**src/bau_pkg.sv**
```systemverilog
// ----------------------------------------------------------------------------
// bcd adjust unit package
// opcodes, pipeline item type and widths shared by the unit's modules
// ----------------------------------------------------------------------------
package bau_pkg;

   // number of restoring divide cells, one per quotient bit
   localparam int DIV_STEPS = 8;

   // instruction selector codes
   typedef enum logic [2:0] {
      OP_AAA = 3'd0,
      OP_AAS = 3'd1,
      OP_DAA = 3'd2,
      OP_DAS = 3'd3,
      OP_AAD = 3'd4,
      OP_AAM = 3'd5
   } op_type;

   // adjust constants
   localparam logic [3:0] NIBBLE_MAX     = 4'd9;
   localparam logic [7:0] LOW_ADJ        = 8'h06;
   localparam logic [7:0] HIGH_ADJ       = 8'h60;
   localparam logic [7:0] BCD_MAX        = 8'h99;

   // item carried through the divide chain
   typedef struct packed {
      logic [7:0] al;
      logic [7:0] ah;
      logic [7:0] divisor;
      logic       cf;
      logic       af;
      logic       sf;
      logic       zf;
      logic       pf;
      logic       szp;
      logic       de;
      logic       is_div;
      logic [7:0] rem;
      logic [7:0] dq;
   } item_type;

endpackage

```
**src/bau_front.sv**
```systemverilog
// ----------------------------------------------------------------------------
// bcd adjust front stage
// executes the adjust and aad instructions and seeds the aam divide
// ----------------------------------------------------------------------------
module bau_front
   import bau_pkg::*;
(
   input  logic       clock,
   input  logic       reset,
   input  logic       in_valid,
   output logic       in_ready,
   input  logic [2:0] op,
   input  logic [7:0] al_in,
   input  logic [7:0] ah_in,
   input  logic [7:0] imm,
   input  logic       cf_in,
   input  logic       af_in,
   input  logic       sf_in,
   input  logic       zf_in,
   input  logic       pf_in,
   output logic       out_valid,
   output item_type   out_item,
   input  logic       out_ready
);

   logic       valid_ff, valid_in;
   item_type   item_ff, item_in;
   logic       low_fix, high_fix;
   logic       load;
   logic [15:0] prod;
   logic [7:0] al_low;

   // handshake for this stage
   assign in_ready = !valid_ff || out_ready;
   assign load     = in_valid && in_ready;

   // decimal adjust decisions
   assign low_fix  = (al_in[3:0] > NIBBLE_MAX) || af_in;
   assign high_fix = (al_in > BCD_MAX) || cf_in;
   assign prod     = ah_in * imm;
   assign al_low   = low_fix ? (al_in + LOW_ADJ) : al_in;

   // instruction execute
   always_comb begin
      logic [7:0] al_step;
      item_in         = '0;
      al_step         = al_in;
      item_in.al      = al_in;
      item_in.ah      = ah_in;
      item_in.divisor = imm;
      item_in.cf      = cf_in;
      item_in.af      = af_in;
      item_in.sf      = sf_in;
      item_in.zf      = zf_in;
      item_in.pf      = pf_in;
      item_in.rem     = '0;
      item_in.dq      = al_in;
      unique case (op_type'(op))
         OP_AAA: begin
            item_in.al = {4'h0, al_low[3:0]};
            item_in.ah = low_fix ? (ah_in + 8'd1) : ah_in;
            item_in.af = low_fix;
            item_in.cf = low_fix;
         end
         OP_AAS: begin
            al_step    = al_in - LOW_ADJ;
            item_in.al = low_fix ? {4'h0, al_step[3:0]} : {4'h0, al_in[3:0]};
            item_in.ah = low_fix ? (ah_in - 8'd1) : ah_in;
            item_in.af = low_fix;
            item_in.cf = low_fix;
         end
         OP_DAA: begin
            item_in.al  = high_fix ? (al_low + HIGH_ADJ) : al_low;
            item_in.af  = low_fix;
            item_in.cf  = high_fix;
            item_in.szp = 1'b1;
         end
         OP_DAS: begin
            al_step     = low_fix ? (al_in - LOW_ADJ) : al_in;
            item_in.al  = high_fix ? (al_step - HIGH_ADJ) : al_step;
            item_in.af  = low_fix;
            item_in.cf  = high_fix || (low_fix && (cf_in || (al_in < LOW_ADJ)));
            item_in.szp = 1'b1;
         end
         OP_AAD: begin
            item_in.al  = al_in + prod[7:0];
            item_in.ah  = 8'h00;
            item_in.szp = 1'b1;
         end
         OP_AAM: begin
            item_in.de     = (imm == 8'h00);
            item_in.is_div = (imm != 8'h00);
            item_in.szp    = (imm != 8'h00);
         end
         default: begin
         end
      endcase
   end

   // stage valid
   always_comb begin
      if (load) begin
         valid_in = 1'b1;
      end else if (out_ready) begin
         valid_in = 1'b0;
      end else begin
         valid_in = valid_ff;
      end
   end

   always_ff @(posedge clock) begin
      if (reset) begin
         valid_ff <= 1'b0;
      end else begin
         valid_ff <= valid_in;
      end
   end

   always_ff @(posedge clock) begin
      if (load) begin
         item_ff <= item_in;
      end
   end

   assign out_valid = valid_ff;
   assign out_item  = item_ff;

endmodule

```
**src/bau_div_cell.sv**
```systemverilog
// ----------------------------------------------------------------------------
// bcd adjust divide cell
// one restoring division step: shifts in a dividend bit, emits a quotient bit
// ----------------------------------------------------------------------------
module bau_div_cell
   import bau_pkg::*;
(
   input  logic     clock,
   input  logic     reset,
   input  logic     in_valid,
   output logic     in_ready,
   input  item_type in_item,
   output logic     out_valid,
   output item_type out_item,
   input  logic     out_ready
);

   logic       valid_ff, valid_in;
   item_type   item_ff, item_in;
   logic       load;
   logic [8:0] rem_shift;
   logic [8:0] rem_diff;
   logic       q_bit;

   assign in_ready = !valid_ff || out_ready;
   assign load     = in_valid && in_ready;

   // trial subtract of the divisor from the shifted remainder
   assign rem_shift = {in_item.rem, in_item.dq[7]};
   assign rem_diff  = rem_shift - {1'b0, in_item.divisor};
   assign q_bit     = (rem_shift >= {1'b0, in_item.divisor});

   always_comb begin
      item_in     = in_item;
      item_in.rem = q_bit ? rem_diff[7:0] : rem_shift[7:0];
      item_in.dq  = {in_item.dq[6:0], q_bit};
   end

   // cell valid
   always_comb begin
      if (load) begin
         valid_in = 1'b1;
      end else if (out_ready) begin
         valid_in = 1'b0;
      end else begin
         valid_in = valid_ff;
      end
   end

   always_ff @(posedge clock) begin
      if (reset) begin
         valid_ff <= 1'b0;
      end else begin
         valid_ff <= valid_in;
      end
   end

   always_ff @(posedge clock) begin
      if (load) begin
         item_ff <= item_in;
      end
   end

   assign out_valid = valid_ff;
   assign out_item  = item_ff;

endmodule

```
**src/bau_back.sv**
```systemverilog
// ----------------------------------------------------------------------------
// bcd adjust back stage
// picks the aam quotient and remainder, sets sign, zero and parity, holds result
// ----------------------------------------------------------------------------
module bau_back
   import bau_pkg::*;
(
   input  logic     clock,
   input  logic     reset,
   input  logic     in_valid,
   output logic     in_ready,
   input  item_type in_item,
   output logic     rsp_valid,
   input  logic     rsp_ready,
   output logic [7:0] al_out,
   output logic [7:0] ah_out,
   output logic     cf_out,
   output logic     af_out,
   output logic     sf_out,
   output logic     zf_out,
   output logic     pf_out,
   output logic     divide_error
);

   logic       valid_ff, valid_in;
   logic       load;
   logic [7:0] al_res, ah_res;
   logic       sf_res, zf_res, pf_res;
   logic [7:0] al_ff, ah_ff;
   logic       cf_ff, af_ff, sf_ff, zf_ff, pf_ff, de_ff;

   assign in_ready = !valid_ff || rsp_ready;
   assign load     = in_valid && in_ready;

   // aam takes remainder into al and quotient into ah
   assign al_res = in_item.is_div ? in_item.rem : in_item.al;
   assign ah_res = in_item.is_div ? in_item.dq  : in_item.ah;

   // result flags from al where written
   assign sf_res = in_item.szp ? al_res[7]          : in_item.sf;
   assign zf_res = in_item.szp ? (al_res == 8'h00)  : in_item.zf;
   assign pf_res = in_item.szp ? ~(^al_res)         : in_item.pf;

   always_comb begin
      if (load) begin
         valid_in = 1'b1;
      end else if (rsp_ready) begin
         valid_in = 1'b0;
      end else begin
         valid_in = valid_ff;
      end
   end

   always_ff @(posedge clock) begin
      if (reset) begin
         valid_ff <= 1'b0;
      end else begin
         valid_ff <= valid_in;
      end
   end

   // output register
   always_ff @(posedge clock) begin
      if (load) begin
         al_ff <= al_res;
         ah_ff <= ah_res;
         cf_ff <= in_item.cf;
         af_ff <= in_item.af;
         sf_ff <= sf_res;
         zf_ff <= zf_res;
         pf_ff <= pf_res;
         de_ff <= in_item.de;
      end
   end

   assign rsp_valid    = valid_ff;
   assign al_out       = al_ff;
   assign ah_out       = ah_ff;
   assign cf_out       = cf_ff;
   assign af_out       = af_ff;
   assign sf_out       = sf_ff;
   assign zf_out       = zf_ff;
   assign pf_out       = pf_ff;
   assign divide_error = de_ff;

endmodule

```
**src/bcd_adjust_unit_core.sv**
```systemverilog
// ----------------------------------------------------------------------------
// bcd adjust unit core
// x86 aaa, aas, daa, das, aad and aam execute unit on stream channels
// path from request transfer to rsp_tvalid: front, 8 divide cells, output register
// throughput: one instruction per cycle while rsp_tready is high; every stage can hold one item
// the aam divide is a row of 8 restoring cells, one quotient bit per cell
// reset clears all stage valid bits; no result is pending after reset
// ----------------------------------------------------------------------------
module bcd_adjust_unit_core
   import bau_pkg::*;
(
   input  logic        clock,
   input  logic        reset,
   input  logic        req_tvalid,
   output logic        req_tready,
   // al [7:0], ah [15:8], imm [23:16], cf [24], af [25], sf [26], zf [27], pf [28]
   input  logic [31:0] req_tdata,
   // op [2:0]
   input  logic [2:0]  req_tuser,
   output logic        rsp_tvalid,
   input  logic        rsp_tready,
   // al [7:0], ah [15:8], cf [16], af [17], sf [18], zf [19], pf [20]
   output logic [23:0] rsp_tdata,
   // divide_error [0]
   output logic        rsp_tuser
);

   logic       chain_valid [0:DIV_STEPS];
   logic       chain_ready [0:DIV_STEPS];
   item_type   chain_item  [0:DIV_STEPS];
   logic [7:0] al_out, ah_out;
   logic       cf_out, af_out, sf_out, zf_out, pf_out, divide_error;

   // instruction execute and divide seed
   bau_front u_front (
      .clock     (clock),
      .reset     (reset),
      .in_valid  (req_tvalid),
      .in_ready  (req_tready),
      .op        (req_tuser),
      .al_in     (req_tdata[7:0]),
      .ah_in     (req_tdata[15:8]),
      .imm       (req_tdata[23:16]),
      .cf_in     (req_tdata[24]),
      .af_in     (req_tdata[25]),
      .sf_in     (req_tdata[26]),
      .zf_in     (req_tdata[27]),
      .pf_in     (req_tdata[28]),
      .out_valid (chain_valid[0]),
      .out_item  (chain_item[0]),
      .out_ready (chain_ready[0])
   );

   // row of divide cells
   for (genvar k = 0; k < DIV_STEPS; k++) begin : g_cell
      bau_div_cell u_cell (
         .clock     (clock),
         .reset     (reset),
         .in_valid  (chain_valid[k]),
         .in_ready  (chain_ready[k]),
         .in_item   (chain_item[k]),
         .out_valid (chain_valid[k+1]),
         .out_item  (chain_item[k+1]),
         .out_ready (chain_ready[k+1])
      );
   end

   // flags and result register
   bau_back u_back (
      .clock        (clock),
      .reset        (reset),
      .in_valid     (chain_valid[DIV_STEPS]),
      .in_ready     (chain_ready[DIV_STEPS]),
      .in_item      (chain_item[DIV_STEPS]),
      .rsp_valid    (rsp_tvalid),
      .rsp_ready    (rsp_tready),
      .al_out       (al_out),
      .ah_out       (ah_out),
      .cf_out       (cf_out),
      .af_out       (af_out),
      .sf_out       (sf_out),
      .zf_out       (zf_out),
      .pf_out       (pf_out),
      .divide_error (divide_error)
   );

   assign rsp_tdata = {3'b000, pf_out, zf_out, sf_out, af_out, cf_out, ah_out, al_out};
   assign rsp_tuser = divide_error;

endmodule

```
**config.mk**
```make
export PLATFORM = sky130hd
export DESIGN_NAME = bcd_adjust_unit_core
export DESIGN_NICKNAME = d
export VERILOG_FILES = /design/src/bau_pkg.sv /design/src/bau_front.sv /design/src/bau_div_cell.sv /design/src/bau_back.sv /design/src/bcd_adjust_unit_core.sv
export SDC_FILE = /design/constraint.sdc
export NUM_CORES = 1
export LEC_CHECK = 0
export ABC_AREA = 0
export BUFFER_PORTS_ARGS = -buffer_cell sky130_fd_sc_hd__buf_2
export CAP_MARGIN = 20
export CORE_MARGIN = 5
export CORE_UTILIZATION = 33
export CTS_CLUSTER_DIAMETER = 30
export DETAILED_ROUTE_END_ITERATION = 10
export GPL_ROUTABILITY_DRIVEN = 1
export GPL_TIMING_DRIVEN = 0
export PLACE_DENSITY_LB_ADDON = 0.25
export SYNTH_ARGS = -nofsm -noshare
export SYNTH_HDL_FRONTEND = slang
export SYNTH_SLANG_ARGS = --single-unit
```
**constraint.sdc**
```tcl
create_clock -name clock -period 9.91 [get_ports clock]
set_input_delay 1.982 -clock clock [delete_from_list [all_inputs] [get_ports clock]]
set_output_delay 1.982 -clock clock [all_outputs]
set_load 0.03 [all_outputs]
```
==> summary.txt, run 1 <==
Final layout
  – Post-Layout Cell Count: 2,370
  – N_diodes: 0
  – Commonest non-fill, non-tap cell in the layout: edfxtp_1
  – Area grow syn2layout: 24.0%
  – Number of fill cells: 5,367
  – Most frequent cells in the layout: edfxtp_1, inv_1, nor2_1, clkbuf_16, ha_1
  – Nets@finish: ~1,700
  – Layout cells sized above 1: between 10% and 20%

Worst setup path
  – Worst setup path category: in2reg
  – Req. time, crit path: 10.22 ns
  – CP arrival: 6.47 ns
  – Worst R2R Setup Slack: just over 7 ns
  – Worst setup EP type: register
  – Critical Path Start Type: input pin
  – CP max FO: 10

Global routing
  – Grt total ovfl: 0
  – First-pass GRT wire length: 57.7 mm
  – Number of global-route vias before repair: 11,300
  – Initial antenna violation count: 0
  – Largest net degree at the start of global routing: 37
  – GRT Overall Usage: between 10% and 20%

STA
  – Fmax: 0.162 GHz
  – Unrepaired setup endpoints after global routing: no
  – Slew headroom: 37.3%
  – Final Max Tran Viols: 0
  – Final Cycle Share: 62.1%
  – Worst Tran Pin Value: 0.938 ns
  – Crit path time final: 6.15 ns
  – Setup TNS: 0 ns
  – Final number of setup-violating endpoints: 0
  – Fin. Hold Viols: 0
  – Clk_skew: 0.0344 ns

Synth
  – Gate Count Post-Synth: 1,364
  – Number of synthesized flops with an enable pin: 438
  – YS warnings: 0
  – Netlist Area Pre-Place: 19,800 µm²
  – Unique masters post-synth: 77
  – Syn Area/Cell: roughly 15 µm²
  – Async SR Flop Fraction: 0%
  – Top FF cell, synth: edfxtp_1
  – Register bit total from synthesis: around 450
  – Sequential fraction of the synthesis area: about two thirds

Floorplanning
  – Core area: roughly 59,000 µm²
  – Die X: 255 µm
  – Die Y: 255 µm
  – Die area: 65,000 µm²
  – Starting Density: around a third
  – Row cnt: 89
  – IO Pins: 66

Clock tree
  – CTS Hold Bufs: 0
  – CTS max path bufs: 3
  – CTS clock-pin slew for the worst setup and hold paths: 0.05 ns
  – Num CTS Buffers: 90
  – H-tree lvl count: 3
  – Worst-Skew Late Latency: between 0.6 and 0.7 ns
  – Post_cts resized: 0
  – Clock sink count: around 450
  – CTS tree: yes
  – Clock root buffer: clkbuf_16
  – Setup bufs post-CTS: 0

Place
  – Placed Cells: 2,203
  – Final HPWL DP: 24.9 mm
  – PortBufs: 54
  – Routability cong.: 0.827

Power and ir drop
  – Total power: ~5.5 mW
  – Leakage: 9.18 nW
  – Worst IR Drop VDD: around 140 µV
  – Power per standard cell area: about 220 nW/µm²

Route
  – Wirelength, routed: 34.7 mm
  – Wirelength per Cell: between 10 and 15 µm
  – DR vias/cell: 4.56
  – TritonRoute pass-1 iters: 4
  – Initial DRC Count: 528
  – Final ANT Viol Nets: 0
  – DRC Markers: 0
  – Via Count: 10,800

Min path
  – Hold Path Class: reg2reg

Run status
  – Status: finished, final reports clean

Job
  – Number of max-cap violations: 0
report_power, final:
group	internal, mW	switching, mW
sequential	2.10	0.00953
combinational	0.114	0.167
clock	2.12	0.971
total	4.34	1.15
path summary, 6_finish.rpt:
path	cells past startpoint	to	from
setup / recovery	16	u_front.out_item[47]	req_tdata[11]
hold / removal	0	g_cell[4].u_cell.out_item[23]	g_cell[3].u_cell.out_item[23]
setup reg to reg	6	u_front.out_item[30]	g_cell[5].u_cell.out_valid
hold reg to reg	0	g_cell[4].u_cell.out_item[23]	g_cell[3].u_cell.out_item[23]
layout make-up:
cell class	count	area, µm²	share of cell area, %
plain buffers	37	185	0.754
clock buffers	103	2300	9.36
clock inverters	64	927	3.77
inverters	141	529	2.15
multi-input cells	740	5840	23.8
flip-flops and latches	448	13400	54.3
well taps	773	967	3.94
repair buffers	64	465	1.89
per-stage QoR:
stage / hold slack (ns) / setup slack, ns / instance area (µm²) / utilization, %
final: 0.395 / 3.76 / 24600 / 41.5
after global routing: 0.414 / 3.56 / 24600 / 41.5
after CTS: 0.391 / 3.81 / 24600 / 41.5
after detailed placement: 0.405 / 3.17 / 21300 / 36.0
after global placement: 0.403 / 1.84 / 21100 / 35.5
after floorplan: 0.400 / 3.58 / 19800 / -
critical path: stages:
cell	delay, ns
buf_2	0.17
clkbuf_1	0.55
nand2_1	0.16
fa_1	0.52
inv_1	0.05
fa_1	0.45
ha_1	0.29
inv_1	0.06
fa_1	0.53
inv_1	0.07
fa_1	0.45
a21o_1	0.19
a21oi_1	0.16
xnor2_1	0.10
and3_1	0.17
or4_1	0.55
registers in the layout (all words and copies together) (netlist names):
| name | cells |
|---|---|
| u_back.sf_out | 1 |
| u_front.out_valid | 1 |
| u_back.cf_out | 1 |
| g_cell.u_cell.out_valid | 8 |
| u_back.zf_out | 1 |
| u_back.al_out | 8 |
| g_cell.u_cell.out_item | 376 |
| u_back.rsp_valid | 1 |
| u_front.out_item | 40 |
| u_back.pf_out | 1 |
| u_back.ah_out | 8 |
| u_back.divide_error | 1 |
| u_back.af_out | 1 |
cell usage after synthesis, types with 9 or more instances:
cell type	number	share of area (%)
nand4_1	16	0.51
mux2_2	49	2.8
edfxtp_1	438	66
o31a_1	9	0.40
and2_1	12	0.38
a21oi_1	41	1.0
clkbuf_1	22	0.42
a21boi_0	15	0.57
nor3_1	23	0.58
dfxtp_1	10	1.0
fa_1	25	2.5
o21ai_0	52	1.3
buf_4	9	0.34
nor2b_1	28	0.88
nand3_1	18	0.45
xnor2_1	30	1.3
inv_1	139	2.6
ha_1	85	5.4
mux2i_1	29	1.5
o21a_1	11	0.42
nor4_1	10	0.32
nor2_1	95	1.8
nand2_1	63	1.2
routing by layer:
metal / track usage [%] / up-vias / share of wire, % / wire (µm)
met1: 13.9 / 5144 / 45 / 15500
met5: 0 / - / 0 / 0
met3: 2.72 / 70 / 3.9 / 1340
li1: - / 5379 / - / -
met4: 4.41 / 0 / 3.1 / 1060
met2: 18.0 / 210 / 49 / 16800
logic make-up (layout without fill, tap and decap cells):
family / count (synthesis) / count (layout) / share of synthesized area (%)
buffers and inverters: 178 / 409 / 3.61
flip-flops: 448 / 448 / 67.4
AND/OR/NAND/NOR: 308 / 308 / 7.89
XOR/XNOR: 33 / 33 / 1.46
multiplexers: 79 / 79 / 4.33
other: 1 / 3 / 0.0189
adder cells (fa/ha/maj): 111 / 111 / 7.94
AO/OA/AOI/OAI: 206 / 206 / 7.37
(Power assumes the default switching activity.)
==> inputs of run 2 (changes only) <==
- ABC_AREA: 0 -> 1
- clock period: 9.91 -> 6.4 ns (I/O delays scaled with it)
==> run 2 against run 1 <==
- clock skew shrank 0.0086 ns
- area after synthesis is 0.18% lower
- die area fell by 0.17%
- clock power up 43%
- via count increased by 2.6%
- synthesized cell count increased by 12%
- hold slack lost 0.0023 ns
==> summary.txt, run 2 <==
Run status
  – Status: finished, final reports clean

Synth
  – Top FF cell, synth: edfxtp_1
  – Sequential fraction of the synthesis area: 67.5%
  – Register bit total from synthesis: 448
  – Post-synth top area cell: edfxtp_1
  – Synth area leaders: edfxtp_1, ha_1, inv_1
  – YS warnings: 0
  – Gate Count Post-Synth: 1,526
  – Post-synth top cells: edfxtp_1, inv_1, nand2_1
  – Number of synthesized flops with an enable pin: 438
  – Netlist Area Pre-Place: about 20,000 µm²
  – Count leader, synth: edfxtp_1
  – Syn Area/Cell: around 13 µm²
  – Top-area cell type share of the netlist area: 66.5%
  – Async SR Flop Fraction: 0%
  – Unique masters post-synth: 56

Power and ir drop
  – Total power: 8.21 mW
  – Leakage: 9.58 nW
  – Worst IR Drop VDD: 203 µV
  – Power per standard cell area: 339 nW/µm²

STA
  – Final number of setup-violating endpoints: 0
  – Unrepaired setup endpoints after global routing: no
  – Clk_skew: between 0.02 and 0.03 ns
  – Final Max Tran Viols: 0
  – Setup TNS: 0 ns
  – Worst Tran Pin Value: 0.887 ns
  – Crit path time final: 5.09 ns
  – Final Cycle Share: 79.5%
  – WHS: 0.393 ns
  – Slew headroom: approximately two fifths
  – Fmax: 0.197 GHz
  – Fin. Hold Viols: 0

Floorplanning
  – IO Pins: 66
  – Starting Density: 33.4%
  – Die X: 255 µm
  – Core area: 59,200 µm²
  – Row cnt: between 80 and 90
  – Die area: 64,900 µm²
  – Die Y: approximately 250 µm

Clock tree
  – Post_cts resized: 0
  – CTS tree: yes
  – CTS clock-pin slew for the worst setup and hold paths: 0.05 ns
  – Clock sink count: 448
  – Clock root buffer: clkbuf_16
  – CTS Hold Bufs: 0
  – Worst-Skew Late Latency: 0.60 ns
  – Setup bufs post-CTS: 0
  – CTS max path bufs: 3
  – H-tree lvl count: 3
  – Num CTS Buffers: 86

Global routing
  – Met1 Resource Use GR: 13.7%
  – GRT Overall Usage: 11.0%
  – GR Util met3: 2.92%
  – Initial antenna violation count: 1
  – Number of global-route vias before repair: 11,800
  – Largest net degree at the start of global routing: 41
  – Grt total ovfl: 0
  – First-pass GRT wire length: 58.0 mm
  – M2 GR Usage: 18.3%
  – GRT busiest layer: met2

Worst setup path
  – Critical Path Start Type: input pin
  – CP arrival: around 5.4 ns
  – Worst setup EP type: register
  – Reg2reg path depth: 10
  – CP max FO: 9
  – Req. time, crit path: 6.70 ns
  – R2R Path Start: u_back.rsp_valid
  – Worst setup path category: in2reg
  – Worst R2R Setup Slack: 3.71 ns
  – RR Endpoint: u_front.out_item[41]

Final layout
  – Post-Layout Cell Count: 2,525
  – Number of fill cells: 5,545
  – N_diodes: 0
  – Fin area: roughly 24,000 µm²
  – Layout cells sized above 1: 18.3%
  – Commonest non-fill, non-tap cell in the layout: edfxtp_1
  – Area grow syn2layout: 22.5%
  – Nets@finish: roughly 1,800
  – Largest register FFs: roughly 380
  – Most frequent cells in the layout: edfxtp_1, inv_1, nand2_1, nor2_1, clkbuf_16

Route
  – Final ANT Viol Nets: 0
  – Wirelength per Cell: 13.6 µm
  – DR vias/cell: 4.39
  – DRC Markers: 0
  – Initial DRC Count: about 540
  – Via Count: 11,100
  – TritonRoute pass-1 iters: 4
  – Wirelength, routed: 34.4 mm

Place
  – Placed Cells: 2,367
  – Routability cong.: 0.882
  – Post-DP Area: 21,300 µm²
  – PortBufs: 57
  – Final HPWL DP: 24.8 mm

Job
  – Number of max-cap violations: 0

Min path
  – Hold path endpoint: g_cell[3].u_cell.out_item[22]
  – Hold Path Class: reg2reg
  – Hold Path Depth: 0
  – Hold Startpoint: g_cell[2].u_cell.out_item[22]
[run 2: changes by cell type after synthesis, sizes merged, moves of 29 or more]
cell	delta
inv	+101
a21oi	+47
nand3	+32
nand2	+173
xor2	+32
mux2i	-29
mux2	-42
[run 2: cell families after synthesis]
family	share of synthesized area, %
AOI/OAI and AO/OA	5.27
xor gates and xnor gates	2.38
adders and majority gates	7.91
buffers and inverters	5.86
DFF	67.5
muxes	0.455
other	0.0190
and+or+nand+nor	10.6
[run 2: through the flow]
| step | util, % | setup WS, ns |
|---|---|---|
| 2_1_floorplan | - | 1.44 |
| 3_3_place_gp | 35.5 | 0.742 |
| 3_5_place_dp | 35.9 | 0.763 |
| 4_1_cts | 40.9 | 1.38 |
| 5_1_grt | 40.9 | 1.01 |
| 6_report | 40.9 | 1.31 |
[run 2: report_power, final]
group / leakage (nW) / internal (mW) / switching [mW]
logic: 4.10 / 0.170 / 0.291
registers: 4.08 / 3.29 / 0.0224
clock network: 1.39 / 2.94 / 1.50
total: 9.58 / 6.39 / 1.82
[run 2: final cells by class]
| type | instances | area [µm²] | area share [%] |
|---|---|---|---|
| Buffer | 31 | 251 | 1.04 |
| Clock buffer | 95 | 2210 | 9.11 |
| Clock inverter | 63 | 758 | 3.13 |
| Inverter | 242 | 908 | 3.75 |
| Multi-Input combinational cell | 807 | 5310 | 21.9 |
| Sequential cell | 448 | 13400 | 55.1 |
| Tap cell | 773 | 967 | 3.99 |
| Timing Repair Buffer | 66 | 480 | 1.98 |
[run 2: worst max-delay path, cell delays in order]
cell      delay [ns]
buf_2           0.09
clkbuf_1        0.39
nand2_1         0.14
fa_1            0.51
fa_1            0.52
inv_1           0.05
fa_1            0.47
inv_1           0.05
fa_1            0.53
inv_1           0.05
ha_1            0.35
nand2_1         0.10
nand2_1         0.05
nor2_1          0.10
nand2_1         0.05
nand2_1         0.11
inv_1           0.05
nand2_1         0.05
nand2_1         0.06
inv_1           0.05
nand2_1         0.05
nand3_1         0.13
nand4_1         0.15
[run 2: metal layers]
layer	wire (µm)	vias to the layer above
li1	-	5592
met1	15100	5186
met2	16500	223
met3	1730	80
met4	1060	2
met5	13	-
[run 2: worst max-delay path by stage]
stage	start	to	slack, ns	depth (start not counted)
final	req_tdata[17]	u_front.out_item[47]	1.31	23
after global routing	req_tdata[17]	u_front.out_item[47]	1.01	21
after CTS	req_tdata[17]	u_front.out_item[47]	1.38	23
after detailed placement	req_tdata[17]	u_front.out_item[47]	0.76	23
after global placement	req_tdata[17]	u_front.out_item[47]	0.74	23
after floorplan	req_tdata[17]	u_front.out_item[47]	1.44	22
